==> config.mk <==
export PLATFORM = sky130hd
export DESIGN_NAME = pge_ctrl
export DESIGN_NICKNAME = d
export VERILOG_FILES = /design/src/sv/pge_pkg.sv /design/src/sv/pge_ctrl.sv
export SDC_FILE = /design/constraint.sdc
export NUM_CORES = 1
export LEC_CHECK = 0
export BUFFER_PORTS_ARGS = -buffer_cell sky130_fd_sc_hd__buf_4
export CAP_MARGIN = 15
export CORE_MARGIN = 2
export CORE_UTILIZATION = 29
export DETAILED_ROUTE_END_ITERATION = 8
export HOLD_SLACK_MARGIN = 0.12
export PLACE_DENSITY_LB_ADDON = 0.2
export RECOVER_POWER = 50
export REMOVE_ABC_BUFFERS = 1
export SETUP_SLACK_MARGIN = 0.02
export SLEW_MARGIN = 20
export SYNTH_ARGS = -nofsm -noshare
export SYNTH_HDL_FRONTEND = slang
export SYNTH_SLANG_ARGS = --single-unit
==> constraint.sdc <==
create_clock -name clk -period 1.58 [get_ports clk]
set_input_delay 0.316 -clock clk [delete_from_list [all_inputs] [get_ports clk]]
set_output_delay 0.316 -clock clk [all_outputs]
set_load 0.05 [all_outputs]
==> src/sv/pge_pkg.sv <==
// ----------------------------------------------------------------------------
// pge_pkg
// shared constants, codes and controller/datapath interface types for the
// polynomial grid evaluator
// ----------------------------------------------------------------------------
package pge_pkg;

  // number formats
  localparam int FRAC_BITS = 16;
  localparam int DATA_W    = 32;
  localparam int CNT_W     = 16;
  localparam int TERM_W    = 3;
  localparam int MAX_TERMS = 4;
  localparam int SEL_W     = $clog2(MAX_TERMS);
  localparam int CFG_IDX_W = 3;

  // grid divider: 48-bit dividend magnitude, two quotient bits per step
  localparam int NUM_W      = DATA_W + CNT_W;
  localparam int DIV_STEPS  = NUM_W / 2;
  localparam int DIV_CNT_W  = $clog2(DIV_STEPS);

  typedef enum logic [CFG_IDX_W-1:0] {
    REG_GRID_START  = 3'd0,
    REG_GRID_END    = 3'd1,
    REG_POINT_COUNT = 3'd2,
    REG_TERM_COUNT  = 3'd3,
    REG_COEF_0      = 3'd4,
    REG_COEF_1      = 3'd5,
    REG_COEF_2      = 3'd6,
    REG_COEF_3      = 3'd7
  } reg_idx_t;

  typedef enum logic [1:0] {
    STATUS_OK      = 2'd0,
    STATUS_BAD_CFG = 2'd1,
    STATUS_RANGE   = 2'd2
  } status_t;

  typedef enum logic [2:0] {
    S_IDLE,
    S_CHECK,
    S_DIV,
    S_XADD,
    S_HMUL,
    S_HADD,
    S_OUT
  } state_t;

  // controller -> datapath
  typedef struct packed {
    logic             load_in;
    logic             mul;
    logic             div_step;
    logic             x_add;
    logic             y_init;
    logic             h_mul;
    logic             h_add;
    logic             load_out;
    logic [SEL_W-1:0] h_sel;
  } cmd_t;

  // datapath -> controller
  typedef struct packed {
    status_t           status;
    logic [TERM_W-1:0] terms;
    logic              out_full;
  } stat_t;

endpackage

==> src/sv/pge_ctrl.sv <==
// ----------------------------------------------------------------------------
// pge_ctrl
// sequencer: check, grid divide, horner loop, hand off to output register
// ----------------------------------------------------------------------------
module pge_ctrl (
  input  logic           clk,
  input  logic           rst,
  input  logic           in_valid,
  output logic           in_ready,
  input  logic           out_ready,
  input  pge_pkg::stat_t stat,
  output pge_pkg::cmd_t  cmd
);

  pge_pkg::state_t                   state, state_next;
  logic [pge_pkg::DIV_CNT_W-1:0]     div_cnt, div_cnt_next;
  logic [pge_pkg::SEL_W-1:0]         hsel, hsel_next;
  logic [pge_pkg::TERM_W-1:0]        top_term;

  always_ff @(posedge clk) begin
    if (rst) begin
      state   <= pge_pkg::S_IDLE;
      div_cnt <= '0;
      hsel    <= '0;
    end else begin
      state   <= state_next;
      div_cnt <= div_cnt_next;
      hsel    <= hsel_next;
    end
  end

  assign top_term = stat.terms - pge_pkg::TERM_W'(1);

  always_comb begin
    state_next   = state;
    div_cnt_next = div_cnt;
    hsel_next    = hsel;
    cmd          = '0;
    cmd.h_sel    = hsel;
    in_ready     = 1'b0;
    case (state)
      pge_pkg::S_IDLE: begin
        in_ready = 1'b1;
        if (in_valid) begin
          cmd.load_in = 1'b1;
          state_next  = pge_pkg::S_CHECK;
        end
      end
      pge_pkg::S_CHECK: begin
        if (stat.status != pge_pkg::STATUS_OK) begin
          state_next = pge_pkg::S_OUT;
        end else begin
          cmd.mul      = 1'b1;
          div_cnt_next = '0;
          state_next   = pge_pkg::S_DIV;
        end
      end
      pge_pkg::S_DIV: begin
        cmd.div_step = 1'b1;
        div_cnt_next = div_cnt + pge_pkg::DIV_CNT_W'(1);
        if (div_cnt == pge_pkg::DIV_CNT_W'(pge_pkg::DIV_STEPS - 1)) begin
          state_next = pge_pkg::S_XADD;
        end
      end
      pge_pkg::S_XADD: begin
        // y starts at the highest coefficient in use
        cmd.x_add  = 1'b1;
        cmd.y_init = 1'b1;
        cmd.h_sel  = top_term[pge_pkg::SEL_W-1:0];
        hsel_next  = top_term[pge_pkg::SEL_W-1:0] - pge_pkg::SEL_W'(1);
        state_next = pge_pkg::S_HMUL;
      end
      pge_pkg::S_HMUL: begin
        cmd.h_mul  = 1'b1;
        state_next = pge_pkg::S_HADD;
      end
      pge_pkg::S_HADD: begin
        cmd.h_add = 1'b1;
        if (hsel == '0) begin
          state_next = pge_pkg::S_OUT;
        end else begin
          hsel_next  = hsel - pge_pkg::SEL_W'(1);
          state_next = pge_pkg::S_HMUL;
        end
      end
      pge_pkg::S_OUT: begin
        if (!stat.out_full || out_ready) begin
          cmd.load_out = 1'b1;
          state_next   = pge_pkg::S_IDLE;
        end
      end
      default: begin
        state_next = pge_pkg::S_IDLE;
      end
    endcase
  end

endmodule

# [Word-level counts from Yosys, hierarchy flattened]
# Index checks and enable logic that the tools add are counted.
# W data, S select, Z words.
[totals] ff_bits=10 input_bits=10 output_inout_bits=11 word_cells=51
[op_classes] addsub=4 eq_ne=12 n_mux=22 reduce_logical=10
[op_table] op="$pmux W3 S7" count=1
[op_table] op="$mux W3" count=4
[op_table] op="$mux W1" count=10
[op_table] op="$ne A2 B2 Y1 const B" count=5
[op_table] op="$pmux W5 S2" count=1
[op_table] op="$eq A3 B3 Y1 const B" count=3
[op_table] op="$mux W2" count=4
[op_table] op="$eq A3 B2 Y1 const B" count=2
[op_table] op="$reduce_bool A2 Y1" count=3
[op_table] op="$sub A2 B1 Y2 const B" count=3
[op_table] op="$add A5 B1 Y5 const B" count=1
[op_table] op="$eq A5 B5 Y1 const B" count=1
[op_table] op="$mux W5" count=1
[op_table] op="$pmux W2 S2" count=1
[op_table] op="$reduce_and A2 Y1" count=2
[op_table] op="$eq A3 B1 Y1 const B" count=1
[op_table] op="$logic_not A3 Y1" count=1
[op_table] op="$reduce_and A3 Y1" count=1
[op_table] op="$logic_not A2 Y1" count=1
[op_table] op="$logic_not A1 Y1" count=1
[op_table] op="$logic_or A1 B1 Y1" count=1

# [Depth between registers and ports, before layout]
# Gate-level depths: netlist of run 1.
[logic_depth] ltp_word=4 mapped_depth=5 ltp_nobuf=4

# [Worst setup path after synthesis of run 1]
# No wires, ideal clock.
[synth_path] kind="flip-flop to output port" start="reg state[1]" end="out cmd[9] (netlist bit)" t_arrival_ns=2.198 setup_slack_ns=-0.934 path_stages_with_launch=4 path_buffers=1 cell_sequence="dfxtp_1 > buf_6 > nor3_1 > and2_1"
[synth_rtl] item="start: declaration" line="pge_ctrl.sv:15" rtl="pge_pkg::state_t state, state_next;"
[synth_rtl] item="start signal: assignment" line="pge_ctrl.sv:22" rtl="state <= pge_pkg::S_IDLE;"
[synth_rtl] item="start signal: assignment" line="pge_ctrl.sv:26" rtl="state <= state_next;"
[synth_rtl] item="end: declaration" line="pge_ctrl.sv:12" rtl="output pge_pkg::cmd_t cmd"

==> out/qor.log, run 1 <==
[timing] Final TNS setup -593 ps
[clock_network] buffer depth of the longest clock path 2
[clock_network] clock-pin slew of the registers on the worst-case setup and hold paths 70 ps
[logic_synthesis] Post-Syn Area 696 um2
[worst_setup_path] class of the most critical setup path register to primary output
[timing] maximum operating frequency 590 MHz
[flow_run] max-capacitance violation count 0
[logic_synthesis] Synth area leaders sky130_fd_sc_hd__dfxtp_1 29%, sky130_fd_sc_hd__nand3_1 5.0%, sky130_fd_sc_hd__o21ai_0 5.0%, sky130_fd_sc_hd__nand2_1 4.3%, sky130_fd_sc_hd__buf_4 3.2%
[placement] dpl hpwl 1280 um
[floorplanning] Horiz. Die Dim 53.0 um
[drt] Post-route DRC 0
[placement] cell count after placement 136
[floorplanning] height of the chip 53.0 um
[clock_network] clock latency at the later pin of the worst-skew pair 260 ps
[logic_synthesis] fraction of post-synthesis cell area in the top cell type by area 28.8%
[worst_setup_path] reg2reg start div_cnt[1]
[clock_network] CTS buffer count 3
[worst_setup_path] type of element capturing the critical path primary output
[timing] number of setup violations in the final report 9
[timing] unrepaired setup endpoints after global routing yes
[worst_setup_path] reg2reg setup slack 60 ps
[clock_network] clock tree from TritonCTS yes
[logic_synthesis] post-synthesis cell type count 36
[drt] mean number of vias per cell 5.14
[global_routing] antenna violations before repair 0
[drt] number of vias in the routed layout 786
[timing] Fin. Hold Viols 0
[finish] total of fill cells in the finished design 226
[drt] number of search-and-repair iterations in the first detailed-routing pass 4
[timing] post-route clock period utilization 107%
[floorplanning] CORE AREA 2230 um2
[logic_synthesis] Syn Inst Count 85
[worst_setup_path] crit path cell chain buf_6, buf_4, nor3_4, and2_4, buf_8
[pwr] maximum vdd ir drop 0.508 mV
[worst_setup_path] Critical R2R Capture state[0]
[worst_setup_path] maximum net fanout on the critical path 7
[logic_synthesis] share of the yosys chip area belonging to registers 28.8%
[floorplanning] Std-Cell Rows 17
[timing] Slew Viols, Final 0
[run_status] violated checks negative setup slack
[placement] number of port buffers 19
[timing] Slew HR 77.1%
[timing] crit path setup slack, layout -114 ps
[drt] Total Wirelength 1960 um
[logic_synthesis] cell type contributing the most total cell area after synthesis sky130_fd_sc_hd__dfxtp_1
[worst_setup_path] worst endpoint required time 1260 ps
[timing] final critical-path required period 1690 ps
[logic_synthesis] count of flip-flops with a built-in enable after synthesis 0
[min_path] class of the tightest hold or removal check primary input to register
[worst_setup_path] Critical-path top delay cell sky130_fd_sc_hd__dfxtp_2
[floorplanning] die area 2810 um2
[timing] pin slew with the least headroom to its limit 341 ps
[worst_setup_path] path depth of the worst reg2reg path 4
[logic_synthesis] FF+latch count, synth 10
[floorplanning] starting density of the core 31.1%
[worst_setup_path] Critical Path Source state[1]
[finish] non-filler instance count after layout 153
[logic_synthesis] dominant register cell in the synthesized netlist sky130_fd_sc_hd__dfxtp_1
[drt] post-DR wirelength/cell 12.8 um
[pwr] power per unit of standard cell area 832 nW/um2
[clock_network] root buffer cell sky130_fd_sc_hd__clkbuf_4
[finish] share of layout cells above drive strength 1 53.6%
[floorplanning] boundary pin count 21
[worst_setup_path] category of the worst setup path launch point register
[logic_synthesis] Avg Synthesized Cell Area 8.18 um2
[global_routing] remaining global-route overflow 0
[drt] antenna violation net count after detailed routing 0
[worst_setup_path] critical path buffer and inverter count 3
[worst_setup_path] delay of the slowest critical-path stage 330 ps
[global_routing] largest net degree at the start of global routing 12
[worst_setup_path] CP delay by family, top simple AND/OR/NAND/NOR gates
[global_routing] total track usage 14.7%
[finish] antenna fix cells 0
[timing] post-route clock skew 4.28 ps
[run_status] status finished with violations
[logic_synthesis] Synthesis Warnings 0
[logic_synthesis] Post-synth ARST share 0%
[placement] worst setup slack after placement 13.7 ps
[drt] detailed router's first-iteration violation count 7
[worst_setup_path] Stages on worst setup path 5
[global_routing] vias in the first global route 717
[global_routing] global-route wire length before repair 3050 um
[worst_setup_path] arrival time of the worst setup path 1380 ps
[clock_network] count of hold-fix buffers inserted at cts 0
[clock_network] CTS H-tree lvls 1
[placement] Final GP Congestion 0.763
[timing] Fin Hold WS 314 ps
[finish] net total in the final layout 137
[worst_setup_path] destination of the critical timing path cmd[9]
[clock_network] number of sinks driven by the clock tree 10
[pwr] leakage power summed over all cells 0.476 nW
[finish] signed area change from the synthesized netlist to the final layout 69.1%
==> timing repair <==
item	in CTS	in global routing
buffers inserted	5	8
endpoints found under the setup margin	11	11
resized for setup	20	20
pin swaps	7	8
==> worst min-delay path by stage <==
stage	depth (start not counted)	from	to
final	2	rst	state[0]
after global routing	2	rst	state[0]
after CTS	2	rst	state[0]
after detailed placement	2	hsel[0]	hsel[0]
after global placement	2	hsel[0]	hsel[0]
after floorplan	1	rst	div_cnt[4]
==> flip-flops by register name, indices dropped and copies added, names as in the netlist <==
| register | flops |
|---|---|
| div_cnt | 5 |
| hsel | 2 |
| state | 3 |
==> routing by layer <==
metal | track usage, % | routed length (um) | up-vias
met5 | 0 | 0 | -
met4 | 5.56 | 27 | 0
met3 | 2.82 | 42 | 4
met2 | 25.0 | 990 | 13
met1 | 18.1 | 903 | 382
li1 | - | - | 387
==> worst reg2reg max path: cells and delay by family (launching register included) <==
| kind | cells | cell delay [ps] |
|---|---|---|
| AO/OA/AOI/OAI | 1 | 360 |
| adder cells (fa/ha/maj) | 1 | 180 |
| buffers and inverters | 1 | 50 |
| flip-flops | 1 | 340 |
| AND/OR/NAND/NOR | 1 | 490 |
==> where the power goes <==
part           switching, mW  internal (mW)  total, mW  leakage [nW]
combinational          0.242          0.213      0.456         0.372
sequential            0.0195          0.270      0.290        0.0826
clock                 0.0938          0.140      0.234        0.0210
==> through the flow <==
| stage | area [um2] | util (%) | power (mW) |
|---|---|---|---|
| final | 1180 | 52.7 | 0.979 |
| after global routing | 1180 | 52.7 | 1.03 |
| after CTS | 1040 | 46.5 | 0.900 |
| after detailed placement | 898 | 40.2 | 0.600 |
| after global placement | 898 | 40.2 | 0.597 |
| after floorplan | 638 | - | 0.479 |
==> placed cells by master, fill, tap and decap left out, drive strengths merged, types with 2 or more instances in the layout <==
| master | count |
|---|---|
| a21oi | 3 |
| a31oi | 3 |
| and2 | 3 |
| buf | 43 |
| clkbuf | 4 |
| dfxtp | 10 |
| inv | 4 |
| nand2 | 8 |
| nand3 | 7 |
| nand3b | 2 |
| nor2 | 3 |
| nor2b | 3 |
| nor3 | 4 |
| nor3b | 2 |
| o21ai | 7 |
| or4 | 2 |
==> kinds of logic after synthesis <==
group,Yosys count,synth area share [%]
adders and majority gates,1,1.80
AOI/OAI and AO/OA,21,21.4
buffers and inverters,11,10.4
and+or+nand+nor,41,36.3
xor gates and xnor gates,1,1.26
DFF,10,28.8
==> cells in the mapped netlist, types with 2 or more instances <==
cell,n
sky130_fd_sc_hd__o21ai_0,7
sky130_fd_sc_hd__nor2b_1,3
sky130_fd_sc_hd__dfxtp_1,10
sky130_fd_sc_hd__a31oi_1,3
sky130_fd_sc_hd__nor3_1,4
sky130_fd_sc_hd__buf_4,3
sky130_fd_sc_hd__nand3b_1,2
sky130_fd_sc_hd__and2_1,3
sky130_fd_sc_hd__buf_6,2
sky130_fd_sc_hd__nand3_1,7
sky130_fd_sc_hd__nor2_1,3
sky130_fd_sc_hd__or4_4,2
sky130_fd_sc_hd__a21oi_1,3
sky130_fd_sc_hd__nand2_1,8
sky130_fd_sc_hd__inv_1,4
==> final cells by class <==
cell class	count	area (um2)	share of cell area (%)
clock buffer	4	36.3	3.09
inverter	4	15.0	1.28
multi-input combinational	64	493	41.9
sequential	10	206	17.6
tap	28	35.0	2.98
timing repair buffer	43	390	33.2
(Power assumes the default switching activity.)
==> run 2: changes to the inputs <==
--- a/config.mk
+++ b/config.mk
@@ -12,7 +12,6 @@
 export DETAILED_ROUTE_END_ITERATION = 8
 export HOLD_SLACK_MARGIN = 0.12
 export PLACE_DENSITY_LB_ADDON = 0.2
-export RECOVER_POWER = 50
 export REMOVE_ABC_BUFFERS = 1
 export SETUP_SLACK_MARGIN = 0.02
 export SLEW_MARGIN = 20
==> constraint.sdc (replaced) <==
create_clock -name clk -period 1.67 [get_ports clk]
set_input_delay 0.334 -clock clk [delete_from_list [all_inputs] [get_ports clk]]
set_output_delay 0.334 -clock clk [all_outputs]
set_load 0.05 [all_outputs]
==> run 2 against run 1 <==
Effect of this change: the flow still finishes with violations (negative setup slack); sequential power fell by 6%; clock-buffer cell count is the same; register-to-register slack improved by 100 ps; clock skew is 0.66 ps higher; sequential share of layout area is 1.3 points higher; non-clock buffer count down 6; setup slack improved by 73 ps; via count is 1.1% lower; combinational power decreased by 19%; total power shrank 12%; cell area down 8.1%; final cell count fell by 3.9%; highest routed layer unchanged.
==> out/qor.log, run 2 (synthesized netlist as in run 1, its figures left out) <==
[min_path] class of the tightest hold or removal check primary input to register
[drt] mean number of vias per cell 5.29
[clock_network] CTS buffer count 3
[worst_setup_path] arrival time of the worst setup path 1380 ps
[finish] register name with the most flops div_cnt
[worst_setup_path] reg2reg start div_cnt[0]
[pwr] switching share of power 36.9%
[pwr] proportion of power drawn by flip-flops and latches 31.7%
[finish] signed area change from the synthesized netlist to the final layout 55.4%
[finish] utilization after layout 48.4%
[timing] maximum operating frequency 584 MHz
[timing] post-route clock skew 4.94 ps
[global_routing] total track usage 15.0%
[timing] number of setup violations in the final report 3
[drt] Post-route DRC 0
[drt] number of search-and-repair iterations in the first detailed-routing pass 4
[placement] Placed Instance Area 883 um2
[worst_setup_path] delay of the slowest critical-path stage 510 ps
[finish] net total in the final layout 131
[global_routing] antenna violations before repair 0
[global_routing] global-route wire length before repair 3040 um
[timing] pin slew with the least headroom to its limit 301 ps
[pwr] proportion of power drawn by the clock network 25.6%
[drt] post-DR wirelength/cell 13.3 um
[min_path] Hold Path End state[0]
[finish] share of layout cells above drive strength 1 47.9%
[min_path] hold path startpoint rst
[worst_setup_path] maximum net fanout on the critical path 2
[pwr] leakage power summed over all cells 0.434 nW
[worst_setup_path] type of element capturing the critical path primary output
[global_routing] vias in the first global route 667
[drt] detailed router's first-iteration violation count 7
[worst_setup_path] path depth of the worst reg2reg path 4
[clock_network] number of sinks driven by the clock tree 10
[clock_network] clock tree from TritonCTS yes
[run_status] violated checks negative setup slack
[worst_setup_path] reg2reg setup slack 160 ps
[clock_network] clock-pin slew of the registers on the worst-case setup and hold paths 70 ps
[drt] Total Wirelength 1960 um
[placement] dpl hpwl 1270 um
[floorplanning] die area 2810 um2
[worst_setup_path] category of the worst setup path launch point register
[timing] Slew HR 79.9%
[pwr] total power 0.863 mW
[finish] most frequent cells in the layout 25 x sky130_fd_sc_hd__buf_4, 9 x sky130_fd_sc_hd__buf_6, 8 x sky130_fd_sc_hd__nand2_1
[min_path] Hold Crit Depth 2
[placement] number of port buffers 19
[finish] Layout Cell Area excl Fill 1080 um2
[clock_network] buffer depth of the longest clock path 2
[drt] antenna violation net count after detailed routing 0
[flow_run] max-capacitance violation count 0
[worst_setup_path] Critical-path top delay cell sky130_fd_sc_hd__or4b_4
[finish] total of fill cells in the finished design 213
[placement] Final GP Congestion 0.803
[finish] most common library cell in the layout ignoring fill and taps sky130_fd_sc_hd__buf_4
[pwr] part of the total power dissipated in combinational logic 42.7%
[floorplanning] boundary pin count 21
[global_routing] largest net degree at the start of global routing 12
[clock_network] clock latency at the later pin of the worst-skew pair 270 ps
[pwr] power per unit of standard cell area 798 nW/um2
[drt] number of vias in the routed layout 777
[floorplanning] Std-Cell Rows 17
[worst_setup_path] worst endpoint required time 1340 ps
[timing] unrepaired setup endpoints after global routing yes
[clock_network] CTS H-tree lvls 1
[finish] multi-input logic area 457 um2
[worst_setup_path] class of the most critical setup path register to primary output
[pwr] power dissipated by switching net loads 0.318 mW
[global_routing] remaining global-route overflow 0
[run_status] status finished with violations
[timing] final critical-path required period 1710 ps
[clock_network] root buffer cell sky130_fd_sc_hd__clkbuf_4
[finish] antenna fix cells 0
[finish] Top Registers div_cnt x5, state x3, hsel x2
[worst_setup_path] Critical R2R Capture state[0]
[pwr] internal cell power 0.545 mW
[floorplanning] height of the chip 53.0 um
[timing] crit path setup slack, layout -41.2 ps
[clock_network] count of hold-fix buffers inserted at cts 0
[pwr] maximum vdd ir drop 0.457 mV
[floorplanning] starting density of the core 31.1%
[timing] post-route clock period utilization 102%
[finish] area of all sequential standard cells 204 um2
[worst_setup_path] crit path cell chain or4b_4, nor2_4, buf_8
[floorplanning] Horiz. Die Dim 53.0 um
[finish] number of flip-flops in the largest register 5
[floorplanning] CORE AREA 2230 um2
[timing] Slew Viols, Final 0
[timing] Fin. Hold Viols 0
[run 2: layer usage]
metal	up-vias	share of wire, %	track usage (%)
met5	-	0	0
met1	363	44	19.1
met3	4	6.0	3.39
li1	379	-	-
met2	31	48	23.3
met4	0	2.3	7.69
[run 2: through the flow]
step                      hold WS, ps  TNS (ps)  setup slack, ps  cells
after global placement            506         0             69.1    134
after CTS                         312      -134            -53.0    144
final                             320     -85.3            -41.2    147
after floorplan                   397     -4030             -849     78
after detailed placement          527         0             55.6    134
after global routing              307      -644             -136    147
[run 2: cell type report]
type	instances	area share, %
flip-flops and latches	10	18.9
clock buffers	4	3.36
inverters	4	1.39
repair buffers	37	30.9
well taps	28	3.24
multi-input cells	64	42.2
[run 2: worst max-delay path by stage]
stage	start	endpoint	slack, ps	depth (start not counted)
after global routing	state[0]	cmd[1]	-140	4
after detailed placement	stat[5]	cmd[8]	60	4
after CTS	state[1]	cmd[8]	-50	3
final	state[1]	cmd[8]	-40	3
after floorplan	state[2]	cmd[9]	-850	2
after global placement	stat[5]	cmd[8]	70	4
[run 2: what timing repair did]
| action | in CTS | in global routing |
|---|---|---|
| setup buffers | 6 | 3 |
| gates resized for setup | 18 | 11 |
| endpoints found under the setup margin | 10 | 9 |
| pin swaps | 4 | 3 |
| hold endpoints to repair | 0 | 0 |
[run 2: worst max-delay path, delay by kind of cell, from the launching register on]
kind / cells / cell delay, ps
buf+inv: 1 / 150
flops: 1 / 340
simple gates: 2 / 620
[run 2: power by group through the flow]
stage / clock (mW) / sequential [mW] / combinational [mW]
after global routing: 0.246 / 0.275 / 0.388
after detailed placement: 0 / 0.274 / 0.292
after CTS: 0.231 / 0.272 / 0.334
after floorplan: 0 / 0.290 / 0.163
after global placement: 0 / 0.274 / 0.291
final: 0.221 / 0.273 / 0.368
==> run 3: changes to the inputs <==
==> constraint.sdc (replaced) <==
create_clock -name clk -period 1.6 [get_ports clk]
set_input_delay 0.32 -clock clk [delete_from_list [all_inputs] [get_ports clk]]
set_output_delay 0.32 -clock clk [all_outputs]
set_load 0.05 [all_outputs]
==> run 3 against run 2 <==
Effect of this change: the flow still finishes with violations (negative setup slack); combinational power up 9.5%; setup slack worse by 69 ps; clock power up 6%; cell area up 3.1%; sequential power up 5%; routed wire length down 4.1%; non-clock buffer count up 1; first-iteration DRC count rose to 2.9 times the previous value; critical path depth up 2; highest routed layer unchanged; die area unchanged; critical endpoint is now cmd[9].
==> out/qor.log, run 3 (synthesized netlist as in run 1, its figures left out) <==
[timing] pin slew with the least headroom to its limit 339 ps
[worst_setup_path] reg2reg setup slack 90 ps
[worst_setup_path] type of element capturing the critical path primary output
[worst_setup_path] crit path cell chain buf_6, buf_4, nor3_4, and2_4, buf_8
[floorplanning] die area 2810 um2
[worst_setup_path] worst endpoint required time 1280 ps
[timing] Slew Viols, Final 0
[global_routing] antenna violations before repair 0
[finish] net total in the final layout 132
[finish] number of flip-flops in the largest register 5
[timing] post-route clock skew 1.05 ps
[clock_network] root buffer cell sky130_fd_sc_hd__clkbuf_4
[finish] total of fill cells in the finished design 217
[floorplanning] starting density of the core 31.1%
[global_routing] total track usage 14.3%
[finish] signed area change from the synthesized netlist to the final layout 60.3%
[worst_setup_path] class of the most critical setup path register to primary output
[drt] mean number of vias per cell 5.21
[clock_network] count of hold-fix buffers inserted at cts 0
[worst_setup_path] category of the worst setup path launch point register
[finish] share of layout cells above drive strength 1 50.0%
[finish] most common library cell in the layout ignoring fill and taps sky130_fd_sc_hd__buf_4
[global_routing] vias in the first global route 684
[pwr] power per unit of standard cell area 829 nW/um2
[drt] Total Wirelength 1880 um
[run_status] status finished with violations
[placement] cell count after placement 135
[timing] Slew HR 77.2%
[timing] crit path setup slack, layout -111 ps
[worst_setup_path] delay of the slowest critical-path stage 340 ps
[clock_network] clock-pin slew of the registers on the worst-case setup and hold paths 70 ps
[floorplanning] Std-Cell Rows 17
[run_status] violated checks negative setup slack
[timing] final critical-path required period 1710 ps
[placement] Final GP Congestion 0.768
[worst_setup_path] critical path buffer and inverter count 3
[timing] unrepaired setup endpoints after global routing yes
[clock_network] buffer depth of the longest clock path 2
[clock_network] clock tree from TritonCTS yes
[finish] non-filler instance count after layout 148
[finish] most frequent cells in the layout 25 x sky130_fd_sc_hd__buf_4, 10 x sky130_fd_sc_hd__buf_6, 8 x sky130_fd_sc_hd__nand2_1
[timing] maximum operating frequency 585 MHz
[drt] number of vias in the routed layout 771
[clock_network] clock latency at the later pin of the worst-skew pair 270 ps
[floorplanning] boundary pin count 21
[drt] post-DR wirelength/cell 12.7 um
[clock_network] number of sinks driven by the clock tree 10
[worst_setup_path] maximum net fanout on the critical path 6
[placement] dpl hpwl 1270 um
[drt] Post-route DRC 0
[global_routing] largest net degree at the start of global routing 12
[flow_run] max-capacitance violation count 0
[floorplanning] CORE AREA 2230 um2
[timing] Fin. Hold Viols 0
[global_routing] global-route wire length before repair 2900 um
[finish] antenna fix cells 0
[worst_setup_path] CP delay by family, top simple AND/OR/NAND/NOR gates
[clock_network] CTS buffer count 3
[clock_network] CTS H-tree lvls 1
[timing] number of setup violations in the final report 10
[placement] number of port buffers 19
[finish] Top Registers div_cnt x5, state x3, hsel x2
[drt] detailed router's first-iteration violation count 20
[drt] number of search-and-repair iterations in the first detailed-routing pass 4
[global_routing] remaining global-route overflow 0
[pwr] maximum vdd ir drop 0.455 mV
[timing] post-route clock period utilization 107%
[pwr] leakage power summed over all cells 0.450 nW
[timing] Final TNS setup -591 ps
[floorplanning] height of the chip 53.0 um
[finish] register name with the most flops div_cnt
[worst_setup_path] arrival time of the worst setup path 1390 ps
[drt] antenna violation net count after detailed routing 0
[min_path] class of the tightest hold or removal check primary input to register
[worst_setup_path] Critical-path top delay cell sky130_fd_sc_hd__dfxtp_2
[floorplanning] Horiz. Die Dim 53.0 um
## run 3: area by class of cell
class | instances | area, um2 | area share (%)
Inverter | 4 | 15.0 | 1.35
Multi-Input combinational cell | 64 | 477 | 42.8
Clock buffer | 4 | 36.3 | 3.25
Tap cell | 28 | 35.0 | 3.14
Sequential cell | 10 | 206 | 18.5
Timing Repair Buffer | 38 | 345 | 31.0
## run 3: where the power goes
| group | switching, mW | internal, mW |
|---|---|---|
| clock network | 0.0965 | 0.138 |
| registers | 0.0200 | 0.267 |
| logic | 0.222 | 0.181 |
| total | 0.338 | 0.586 |
## run 3: metrics by stage
step           utilization [%]  area [um2]  hold WS [ps]  worst slack, ps  power (mW)
2_1_floorplan                -         638           383             -905       0.473
3_3_place_gp              39.9         891           506             24.9       0.590
3_5_place_dp              39.9         891           516             17.8       0.591
4_1_cts                   45.9        1020           310             -103       0.889
5_1_grt                   49.9        1110           303             -175       0.973
6_report                  49.9        1110           313             -111       0.924
## run 3: repair_timing
| item | 4_1_cts | 5_1_grt |
|---|---|---|
| pin swaps | 6 | 5 |
| endpoints found under the setup margin | 10 | 11 |
| resized for setup | 23 | 11 |
| setup buffers | 3 | 6 |
## run 3: path summary, 6_finish.rpt
check,startpoint,end,cells past startpoint
worst max register to register,div_cnt[0],state[0],4
worst max-delay path,state[1],cmd[9],5
worst min-delay path,rst,state[0],2
worst min register to register,hsel[0],hsel[0],2
## run 3: layer usage
layer,part of all wire (%),track usage (%),vias up
met2,49,22.9,22
li1,-,-,381
met4,2.0,5.56,0
met5,0,0,-
met1,44,17.5,364
met3,4.9,5.08,4
